`src/gne_pkg.sv`:
```
package gne_pkg;

  // Grid limits
  localparam int MAX_COLS  = 64;
  localparam int MAX_ROWS  = 64;
  localparam int COL_W     = $clog2(MAX_COLS);
  localparam int ROW_W     = $clog2(MAX_ROWS);
  localparam int MAP_DEPTH = MAX_COLS * MAX_ROWS;
  localparam int MAP_AW    = $clog2(MAP_DEPTH);

  // Field widths
  localparam int DIM_W   = 7;
  localparam int ID_W    = 12;
  localparam int OCC_W   = 2;
  localparam int PITCH_W = 10;
  localparam int COST_W  = 19;
  localparam int FRAC_W  = 8;
  localparam int AREA_W  = 2 * DIM_W;

  // Diagonal cost: isqrt of 2 * (pitch << FRAC_W)^2 = pitch^2 << (2*FRAC_W + 1)
  localparam int SQ_SHIFT   = 2 * FRAC_W + 1;
  localparam int SQ_W       = 2 * PITCH_W + SQ_SHIFT;
  localparam int SQ_STEPS   = (SQ_W + 1) / 2;
  localparam int DIV_STEPS  = ID_W;
  localparam int ARITH_DONE = SQ_STEPS + 1;
  localparam int ACNT_W     = $clog2(ARITH_DONE + 1);

  // Neighbor scan
  localparam int NB_W     = 4;
  localparam int NB_COUNT8 = 8;
  localparam int NB_COUNT4 = 4;

  // Configuration port
  localparam int APB_DW    = 32;
  localparam int PADDR_W   = 5;
  localparam int REG_IDX_W = PADDR_W - 2;

  localparam logic [REG_IDX_W-1:0] REG_GRID_COLS        = 3'd0;
  localparam logic [REG_IDX_W-1:0] REG_GRID_ROWS        = 3'd1;
  localparam logic [REG_IDX_W-1:0] REG_ALLOW_DIAGONAL   = 3'd2;
  localparam logic [REG_IDX_W-1:0] REG_IGNORE_OBSTACLES = 3'd3;
  localparam logic [REG_IDX_W-1:0] REG_CELL_PITCH       = 3'd4;

  localparam logic [DIM_W-1:0]   RST_GRID_COLS  = 7'd64;
  localparam logic [DIM_W-1:0]   RST_GRID_ROWS  = 7'd64;
  localparam logic [PITCH_W-1:0] RST_CELL_PITCH = 10'd10;

  // Item codes
  localparam logic             FUNC_WRITE   = 1'b0;
  localparam logic             FUNC_QUERY   = 1'b1;
  localparam logic [OCC_W-1:0] OCC_FREE     = 2'd0;
  localparam logic [OCC_W-1:0] OCC_OCCUPIED = 2'd1;

  typedef enum logic [2:0] {
    ST_CLEAR,
    ST_IDLE,
    ST_CHECK,
    ST_CALC,
    ST_SCAN,
    ST_TEST,
    ST_FLUSH
  } gne_state_e;

  typedef struct packed {
    logic [DIM_W-1:0]   grid_cols;
    logic [DIM_W-1:0]   grid_rows;
    logic               allow_diagonal;
    logic               ignore_obstacles;
    logic [PITCH_W-1:0] cell_pitch;
  } gne_cfg_t;

  typedef struct packed {
    logic clr_step;
    logic load_in;
    logic wr_map;
    logic start;
    logic cand_clr;
    logic rd_cand;
    logic cand_next;
    logic take_cand;
    logic push;
    logic push_last;
  } gne_cmd_t;

  typedef struct packed {
    logic clr_last;
    logic in_range;
    logic is_query;
    logic arith_done;
    logic map_blocked;
    logic cand_end;
    logic cand_ok;
    logic have_pend;
    logic out_free;
  } gne_sts_t;

  typedef struct packed {
    logic signed [1:0] dc;
    logic signed [1:0] dr;
  } gne_ofs_t;

  // Neighbor offsets in emit order.
  function automatic gne_ofs_t nb_offset(input logic [2:0] k, input logic diag);
    gne_ofs_t o;
    o = '0;
    if (diag) begin
      case (k)
        3'd0: o = '{dc: -2'sd1, dr: -2'sd1};
        3'd1: o = '{dc: -2'sd1, dr:  2'sd0};
        3'd2: o = '{dc: -2'sd1, dr:  2'sd1};
        3'd3: o = '{dc:  2'sd0, dr: -2'sd1};
        3'd4: o = '{dc:  2'sd0, dr:  2'sd1};
        3'd5: o = '{dc:  2'sd1, dr: -2'sd1};
        3'd6: o = '{dc:  2'sd1, dr:  2'sd0};
        3'd7: o = '{dc:  2'sd1, dr:  2'sd1};
        default: o = '0;
      endcase
    end else begin
      case (k[1:0])
        2'd0: o = '{dc:  2'sd0, dr:  2'sd1};
        2'd1: o = '{dc:  2'sd0, dr: -2'sd1};
        2'd2: o = '{dc:  2'sd1, dr:  2'sd0};
        2'd3: o = '{dc: -2'sd1, dr:  2'sd0};
        default: o = '0;
      endcase
    end
    return o;
  endfunction

  // Clamp a grid dimension to 1..max_v.
  function automatic logic [DIM_W-1:0] sat_dim(input logic [DIM_W-1:0] v,
                                               input logic [DIM_W-1:0] max_v);
    logic [DIM_W-1:0] r;
    r = v;
    if (v == '0) r = DIM_W'(1);
    else if (v > max_v) r = max_v;
    return r;
  endfunction

endpackage

```
`src/gne_ctrl.sv`:
```
module gne_ctrl (
  input  logic               clk_i,
  input  logic               rst_ni,
  input  logic               in_valid_i,
  output logic               in_ready_o,
  input  gne_pkg::gne_sts_t  sts_i,
  output gne_pkg::gne_cmd_t  cmd_o
);

  gne_pkg::gne_state_e state_q, state_d;

  always_ff @(posedge clk_i or negedge rst_ni) begin
    if (!rst_ni) begin
      state_q <= gne_pkg::ST_CLEAR;
    end else begin
      state_q <= state_d;
    end
  end

  always_comb begin
    state_d    = state_q;
    cmd_o      = '0;
    in_ready_o = 1'b0;
    unique case (state_q)
      gne_pkg::ST_CLEAR: begin
        cmd_o.clr_step = 1'b1;
        if (sts_i.clr_last) state_d = gne_pkg::ST_IDLE;
      end
      gne_pkg::ST_IDLE: begin
        in_ready_o = 1'b1;
        if (in_valid_i) begin
          cmd_o.load_in = 1'b1;
          state_d       = gne_pkg::ST_CHECK;
        end
      end
      gne_pkg::ST_CHECK: begin
        if (!sts_i.in_range) begin
          state_d = gne_pkg::ST_IDLE;
        end else if (!sts_i.is_query) begin
          cmd_o.wr_map = 1'b1;
          state_d      = gne_pkg::ST_IDLE;
        end else begin
          cmd_o.start = 1'b1;
          state_d     = gne_pkg::ST_CALC;
        end
      end
      gne_pkg::ST_CALC: begin
        if (sts_i.arith_done) begin
          if (sts_i.map_blocked) begin
            state_d = gne_pkg::ST_IDLE;
          end else begin
            cmd_o.cand_clr = 1'b1;
            state_d        = gne_pkg::ST_SCAN;
          end
        end
      end
      gne_pkg::ST_SCAN: begin
        if (sts_i.cand_end) begin
          state_d = gne_pkg::ST_FLUSH;
        end else begin
          cmd_o.cand_next = 1'b1;
          if (sts_i.cand_ok) begin
            cmd_o.rd_cand = 1'b1;
            state_d       = gne_pkg::ST_TEST;
          end
        end
      end
      gne_pkg::ST_TEST: begin
        if (sts_i.map_blocked) begin
          state_d = gne_pkg::ST_SCAN;
        end else if (!sts_i.have_pend) begin
          cmd_o.take_cand = 1'b1;
          state_d         = gne_pkg::ST_SCAN;
        end else if (sts_i.out_free) begin
          cmd_o.push      = 1'b1;
          cmd_o.take_cand = 1'b1;
          state_d         = gne_pkg::ST_SCAN;
        end
      end
      gne_pkg::ST_FLUSH: begin
        if (!sts_i.have_pend) begin
          state_d = gne_pkg::ST_IDLE;
        end else if (sts_i.out_free) begin
          cmd_o.push      = 1'b1;
          cmd_o.push_last = 1'b1;
          state_d         = gne_pkg::ST_IDLE;
        end
      end
      default: state_d = gne_pkg::ST_CLEAR;
    endcase
  end

endmodule

```
`config.mk`:
```
export PLATFORM = sky130hd
export DESIGN_NAME = gne_ctrl
export DESIGN_NICKNAME = d
export VERILOG_FILES = /design/src/gne_pkg.sv /design/src/gne_ctrl.sv
export SDC_FILE = /design/constraint.sdc
export NUM_CORES = 1
export LEC_CHECK = 0
export BUFFER_PORTS_ARGS = -buffer_cell sky130_fd_sc_hd__buf_2
export CORE_AREA = 8 8 45 47
export DETAILED_ROUTE_END_ITERATION = 10
export DIE_AREA = 0 0 53 55
export HOLD_SLACK_MARGIN = 0.08
export PLACE_DENSITY = 0.53
export SETUP_SLACK_MARGIN = 0.2
export SLEW_MARGIN = 5
export SYNTH_ARGS = -nofsm -noshare
export SYNTH_HDL_FRONTEND = slang
export SYNTH_SLANG_ARGS = --single-unit
```
`constraint.sdc`:
```
create_clock -name clk_i -period 2.1 [get_ports clk_i]
set_input_delay 0.105 -clock clk_i [delete_from_list [all_inputs] [get_ports clk_i]]
set_output_delay 0.105 -clock clk_i [all_outputs]
set_load 0.01 [all_outputs]
```
==> impl_metrics.tcl, run 1 <==
set metrics [dict create \
    die_x_um 53 \
    gr-usage-all-layers 0.07814 \
    cts.clk_slew.worst_paths_ns 0.04 \
    synthToLayoutAreaGrowth_pct 41.10 \
    final_nets 79 \
    cts.htree.levels 1 \
    cts-buffers-inserted 3 \
    netSwitchingPower_uw 291.3 \
    timing.critical_path.required_ns 2.22 \
    fin_util 0.3725 \
    register_bit_count_reported_by_yosys 3 \
    largest_register_by_flop_count "state_q" \
    syn_avg_cell_area_um2 8.911 \
    buffer_ports.inserted 22 \
    dp_cells 77 \
    diodes 0 \
    busiest_layer "met2" \
    largest_registers "state_q: 3 flops" \
    dieArea_mm2 0.002915 \
    layout_worst_path_cycle_share 0.7937 \
    n_fill_cell 147 \
    post-route-worst-setup-slack_ns 0.4332 \
    synth.lib_cells_used.distinct 27 \
    clkLatencyLatePin_ns 0.24 \
    mappedNetlistNets 53 \
    layout_commonest_cell "sky130_fd_sc_hd__buf_2" \
    gr-usage-met2 0.1309 \
    globalRouteMet1Util 0.08055 \
    commonest_cells_after_routing_fill_and_taps_aside "22 x sky130_fd_sc_hd__buf_2, 4 x sky130_fd_sc_hd__nor2_1, 3 x sky130_fd_sc_hd__nor2b_1, 3 x sky130_fd_sc_hd__clkbuf_4, 3 x sky130_fd_sc_hd__dfrtp_1" \
    cts_tree "built" \
    place.gp.congestion 0.7683 \
    initial_core_util 0.2640 \
    synth-seq-area-share 0.2055 \
    drv_slew 0 \
    power_density_mw_per_mm2 1237 \
    die_h_um 55 \
    netlist_instances 41 \
    timing_worst_setup_path_type "flip-flop to flip-flop" \
    ir_drop_mv 0.3846 \
    post_dp_cell_area_um2 479.2 \
    period_minus_slack_ns 1.667 \
    routed_wl_um 1080 \
    preCtsSetupSlack_ns 0.4623 \
    timing.critical_path.from_type "flip-flop" \
    grt_first_pass_wirelength_um 1704 \
    setup_viol 0 \
    dr.first_iter.drc_count 4 \
    clkPwrFrac 0.163 \
    floorplan.io_pins 23 \
    final-hold-violation-count 0 \
    longest_clk_path_bufs 2 \
    sequential_cell_area_um2 75.07 \
    final.setup.tns_ns 0 \
    yosys_warnings 0 \
    hpwlAfterDp_um 848.3 \
    ant_nets 0 \
    run_status "complete, no violations" \
    fp-row-count 14 \
    cts-root-buf "sky130_fd_sc_hd__clkbuf_4" \
    cp_data_arrival_time_ns 1.78 \
    number_of_global_route_vias_before_repair 409 \
    number_of_antenna_violations_at_the_first_check_in_global_routing 0 \
    pwr-share-comb 0.584 \
    routedWlPerCell_um 13.17 \
    p_int_uw 346.2 \
    slew_headroom 0.7222 \
    setup_repair_after_global_routing_missed_its_margin "false" \
    worst_setup_path_end_kind "flip-flop" \
    route.detailed.drc 0 \
    core_area_mm2 0.001384 \
    dr.pass1.iters 3 \
    stdcell_area_um2 515.5 \
    cap_violations 0 \
    max_ffs_per_register 3 \
    gr-total-overflow 0 \
    overall_via_count_from_detail_route 395 \
    post_layout_nonfiller_instances 82 \
    final_layout_size_suffix_gt1_frac 0.5000 \
    fmax_mhz 599.9 \
    area_of_combinational_cells_with_multiple_inputs_um2 259.0 \
    grt_util_met3 0.02139 \
    detail_route.vias_per_cell 4.817 \
    min-delay-path-class "input pin to asynchronous set/reset pin" \
    netlist_area_before_placement_um2 365.4 \
    leakage_uw 0.0002735 \
    grt_max_degree 13 \
    power.share.switching 0.4569 \
    worst-slew-pin-transition_ns 0.4167 \
    seq_power_share 0.253 \
    cts.repair_timing.setup_buffer_count 0 \
    fin_worst_skew_ns 0.004452 \
    path_max_fanout 12 \
    clock_sinks 3 \
]
cell type report:
cell class,count,share of cell area
clock buffer,4,0.05097
tap,16,0.03883
multi-input combinational,33,0.5024
timing repair buffer,24,0.2476
sequential,3,0.1456
inverter,2,0.01456
through the flow:
step,total power [uW],hold WS (ns)
2_1_floorplan,450.0,-0.1906
3_3_place_gp,533.8,-0.09906
3_5_place_dp,532.9,-0.09903
4_1_cts,642.6,0.1809
5_1_grt,702.9,0.2047
6_report,637.5,0.2075
cell usage after synthesis, drive strengths merged:
library cell | number | area (um^2)
nor2 | 4 | 15.01
dfrtp | 3 | 75.07
nor2b | 3 | 18.77
a21o | 2 | 17.52
and2 | 2 | 12.51
and4b | 2 | 20.02
buf | 2 | 18.77
inv | 2 | 7.510
nand2b | 2 | 20.02
nor3 | 2 | 10.01
nor4 | 2 | 25.02
o21ai | 2 | 10.01
a2111oi | 1 | 15.01
a211oi | 1 | 7.510
a21oi | 1 | 5.000
a22oi | 1 | 7.510
a311oi | 1 | 15.01
and2b | 1 | 7.510
and4 | 1 | 8.760
clkbuf | 1 | 5.000
mux2 | 1 | 11.26
mux2i | 1 | 10.01
nand3 | 1 | 5.000
nor4bb | 1 | 10.01
or2b | 1 | 7.510
cell families after synthesis:
| family | Yosys count | synth area share |
|---|---|---|
| mux | 2 | 0.05822 |
| flops | 3 | 0.2055 |
| simple gates | 22 | 0.4383 |
| compound gates | 9 | 0.2123 |
| buf+inv | 5 | 0.08562 |
repair_timing:
action / 4_1_cts / 5_1_grt
hold buffers: 1 / 0
resized for setup: 0 / 0
endpoints found under the hold margin: 3 / 0
critical path, cell delays in order, from the launching register on:
cell and delay (ns):
sky130_fd_sc_hd__dfrtp_1 0.55, sky130_fd_sc_hd__nor2b_1 0.13, sky130_fd_sc_hd__a21o_2 0.22, sky130_fd_sc_hd__a311oi_2 0.30, sky130_fd_sc_hd__mux2_1 0.35
power by group through the flow:
stage	registers (uW)	clock network [uW]	logic, uW
final	161	104	372
after global routing	169	115	419
after CTS	159	106	377
after detailed placement	159	0	374
after global placement	160	0	374
after floorplan	110	0	340
routing by layer:
layer,part of all wire,up-vias
met5,0,-
met3,0.088,0
met4,0,0
met2,0.52,11
li1,-,201
met1,0.39,183
path summary, 6_finish.rpt:
path                       startpoint          to  slack (ns)  cells past startpoint
setup reg to reg           state_q[0]  state_q[0]        0.43                      4
setup / recovery           state_q[0]  state_q[0]        0.43                      4
min in group clk_i           sts_i[4]  state_q[2]        0.21                      3
max in group asynchronous      rst_ni  state_q[2]        1.78                      2
hold reg to reg            state_q[2]  state_q[2]        0.77                      2
hold / removal                 rst_ni  state_q[0]        0.21                      2
(Power assumes the default switching activity.)
==> inputs of run 2 (changes only) <==
- clock period: 2.1 -> 1.7 ns (I/O delays scaled with it)
==> run 2 against run 1 <==
Routed wire length grew 15%. Combinational power grew 90%. Setup slack got worse by 0.27 ns. Core utilization is 6.3 points higher.
==> impl_metrics.tcl, run 2 (synthesis results as in run 1) <==
set metrics [dict create \
    worstSetupStartpoint "state_q[0]" \
    cp_data_arrival_time_ns 1.66 \
    gr-total-overflow 0 \
    met3WireLength_um 116 \
    fmax_mhz 650.2 \
    ant_nets 0 \
    diodes 0 \
    gr-usage-all-layers 0.07932 \
    detail_route.vias_per_cell 5.110 \
    routedWlPerCell_um 13.60 \
    ir_drop_mv 0.5443 \
    max_ffs_per_register 3 \
    run_status "complete, no violations" \
    min-delay-path-class "input pin to asynchronous set/reset pin" \
    final.setup.tns_ns 0 \
    dr_wl_met2_um 627 \
    final_layout_size_suffix_gt1_frac 0.6133 \
    layout_commonest_cell "sky130_fd_sc_hd__buf_2" \
    floorplan.io_pins 23 \
    timing.critical_path.from_type "flip-flop" \
    top_layer "met4" \
    worst_r2r_startpoint "state_q[0]" \
    die_h_um 55 \
    die_x_um 53 \
    critPathSlowestCell "sky130_fd_sc_hd__a2111oi_2" \
    route.detailed.drc 0 \
    timing.critical_path.cells "buf_6 > nor2b_4 > a2111oi_2 > a311oi_2 > mux2_1" \
    critPathMaxStageDelay_ns 0.43 \
    setup_repair_after_global_routing_missed_its_margin "true" \
    routed_wl_um 1238 \
    core_area_mm2 0.001384 \
    longest_clk_path_bufs 2 \
    number_of_antenna_violations_at_the_first_check_in_global_routing 0 \
    overall_via_count_from_detail_route 465 \
    final-hold-violation-count 0 \
    commonest_cells_after_routing_fill_and_taps_aside "22 x sky130_fd_sc_hd__buf_2, 8 x sky130_fd_sc_hd__buf_4, 3 x sky130_fd_sc_hd__nor2_1, 3 x sky130_fd_sc_hd__clkbuf_4" \
    initial_core_util 0.2640 \
    cts.clk_slew.worst_paths_ns 0.04 \
    layout_worst_path_cycle_share 0.9047 \
    post-route-worst-setup-slack_ns 0.1620 \
    cap_violations 0 \
    grt_max_degree 8 \
    synthToLayoutAreaGrowth_pct 65.07 \
    clock_sinks 3 \
    power_density_mw_per_mm2 1660 \
    place.gp.congestion 0.8100 \
    dieArea_mm2 0.002915 \
    timing_worst_setup_path_type "flip-flop to flip-flop" \
    dr.first_iter.drc_count 9 \
    grt_first_pass_wirelength_um 1662 \
    cts_tree "built" \
    preCtsSetupSlack_ns 0.1236 \
    dr.pass1.iters 3 \
    timing.critical_path.required_ns 1.82 \
    cp_top_family "compound AO/OA/AOI/OAI gates" \
    leakage_uw 0.0003233 \
    met1Wirelength_um 454 \
    cts.htree.levels 1 \
    clkLatencyLatePin_ns 0.24 \
    worst-slew-pin-transition_ns 0.3943 \
    cp.buffers_inverters 1 \
    final_nets 88 \
    path_max_fanout 4 \
    largest_registers "state_q: 3 flops" \
    fin_worst_skew_ns 0.002004 \
    cts-root-buf "sky130_fd_sc_hd__clkbuf_4" \
    fp-row-count 14 \
    hpwlAfterDp_um 887 \
    drv_slew 0 \
    worst_setup_path_end_kind "flip-flop" \
    slew_headroom 0.7366 \
    period_minus_slack_ns 1.538 \
    setup_viol 0 \
    number_of_global_route_vias_before_repair 409 \
    cts-buffers-inserted 3 \
    buffer_ports.inserted 22 \
    largest_register_by_flop_count "state_q" \
]
==> run 2: metrics by stage <==
step,total power (uW),instances,util,area (um^2),hold slack (ns)
3_5_place_dp,693.0,79,0.3571,494.2,-0.1179
6_report,1001,91,0.4358,603.1,0.1662
4_1_cts,863.4,86,0.3951,546.8,0.1752
5_1_grt,1074,91,0.4358,603.1,0.1842
2_1_floorplan,555.9,41,-,365.4,-0.2106
3_3_place_gp,695.3,79,0.3571,494.2,-0.1182
==> run 2: worst paths after layout <==
| check | end | slack (ns) | cells past startpoint |
|---|---|---|---|
| max in group asynchronous | state_q[2] | 1.42 | 2 |
| hold reg to reg | state_q[2] | 0.62 | 2 |
| setup / recovery | state_q[0] | 0.16 | 5 |
| setup reg to reg | state_q[0] | 0.16 | 5 |
| hold / removal | state_q[0] | 0.17 | 2 |
| min in group clk_i | state_q[2] | 0.17 | 3 |
==> run 2: power by group <==
| group | leakage (uW) | switching, uW | internal [uW] |
|---|---|---|---|
| Sequential | 0.0000344 | 47.2 | 115 |
| Clock | 0.0000150 | 44.2 | 88.4 |
| Combinational | 0.000274 | 326 | 381 |
==> run 2: layer usage <==
layer / GRT usage / up-vias
li1: - / 221
met1: 0.07774 / 221
met2: 0.1191 / 18
met3: 0.03209 / 5
met4: 0.09052 / 0
met5: 0 / -
==> run 2: what timing repair did <==
action | in CTS | in global routing
endpoints found under the setup margin | 3 | 4
endpoints found under the hold margin | 3 | 0
gates resized for setup | 1 | 6
setup buffers | 2 | 5
pin swaps | 1 | 2
cloned | 0 | 0
hold buffers | 1 | 0
==> run 2: cell type report <==
type                       count  area [um^2]
tap                           16        20.02
timing repair buffer          33        202.7
sequential                     3        77.57
fill                         144        780.7
inverter                       2        7.507
clock buffer                   4        26.28
multi-input combinational     33        269.0
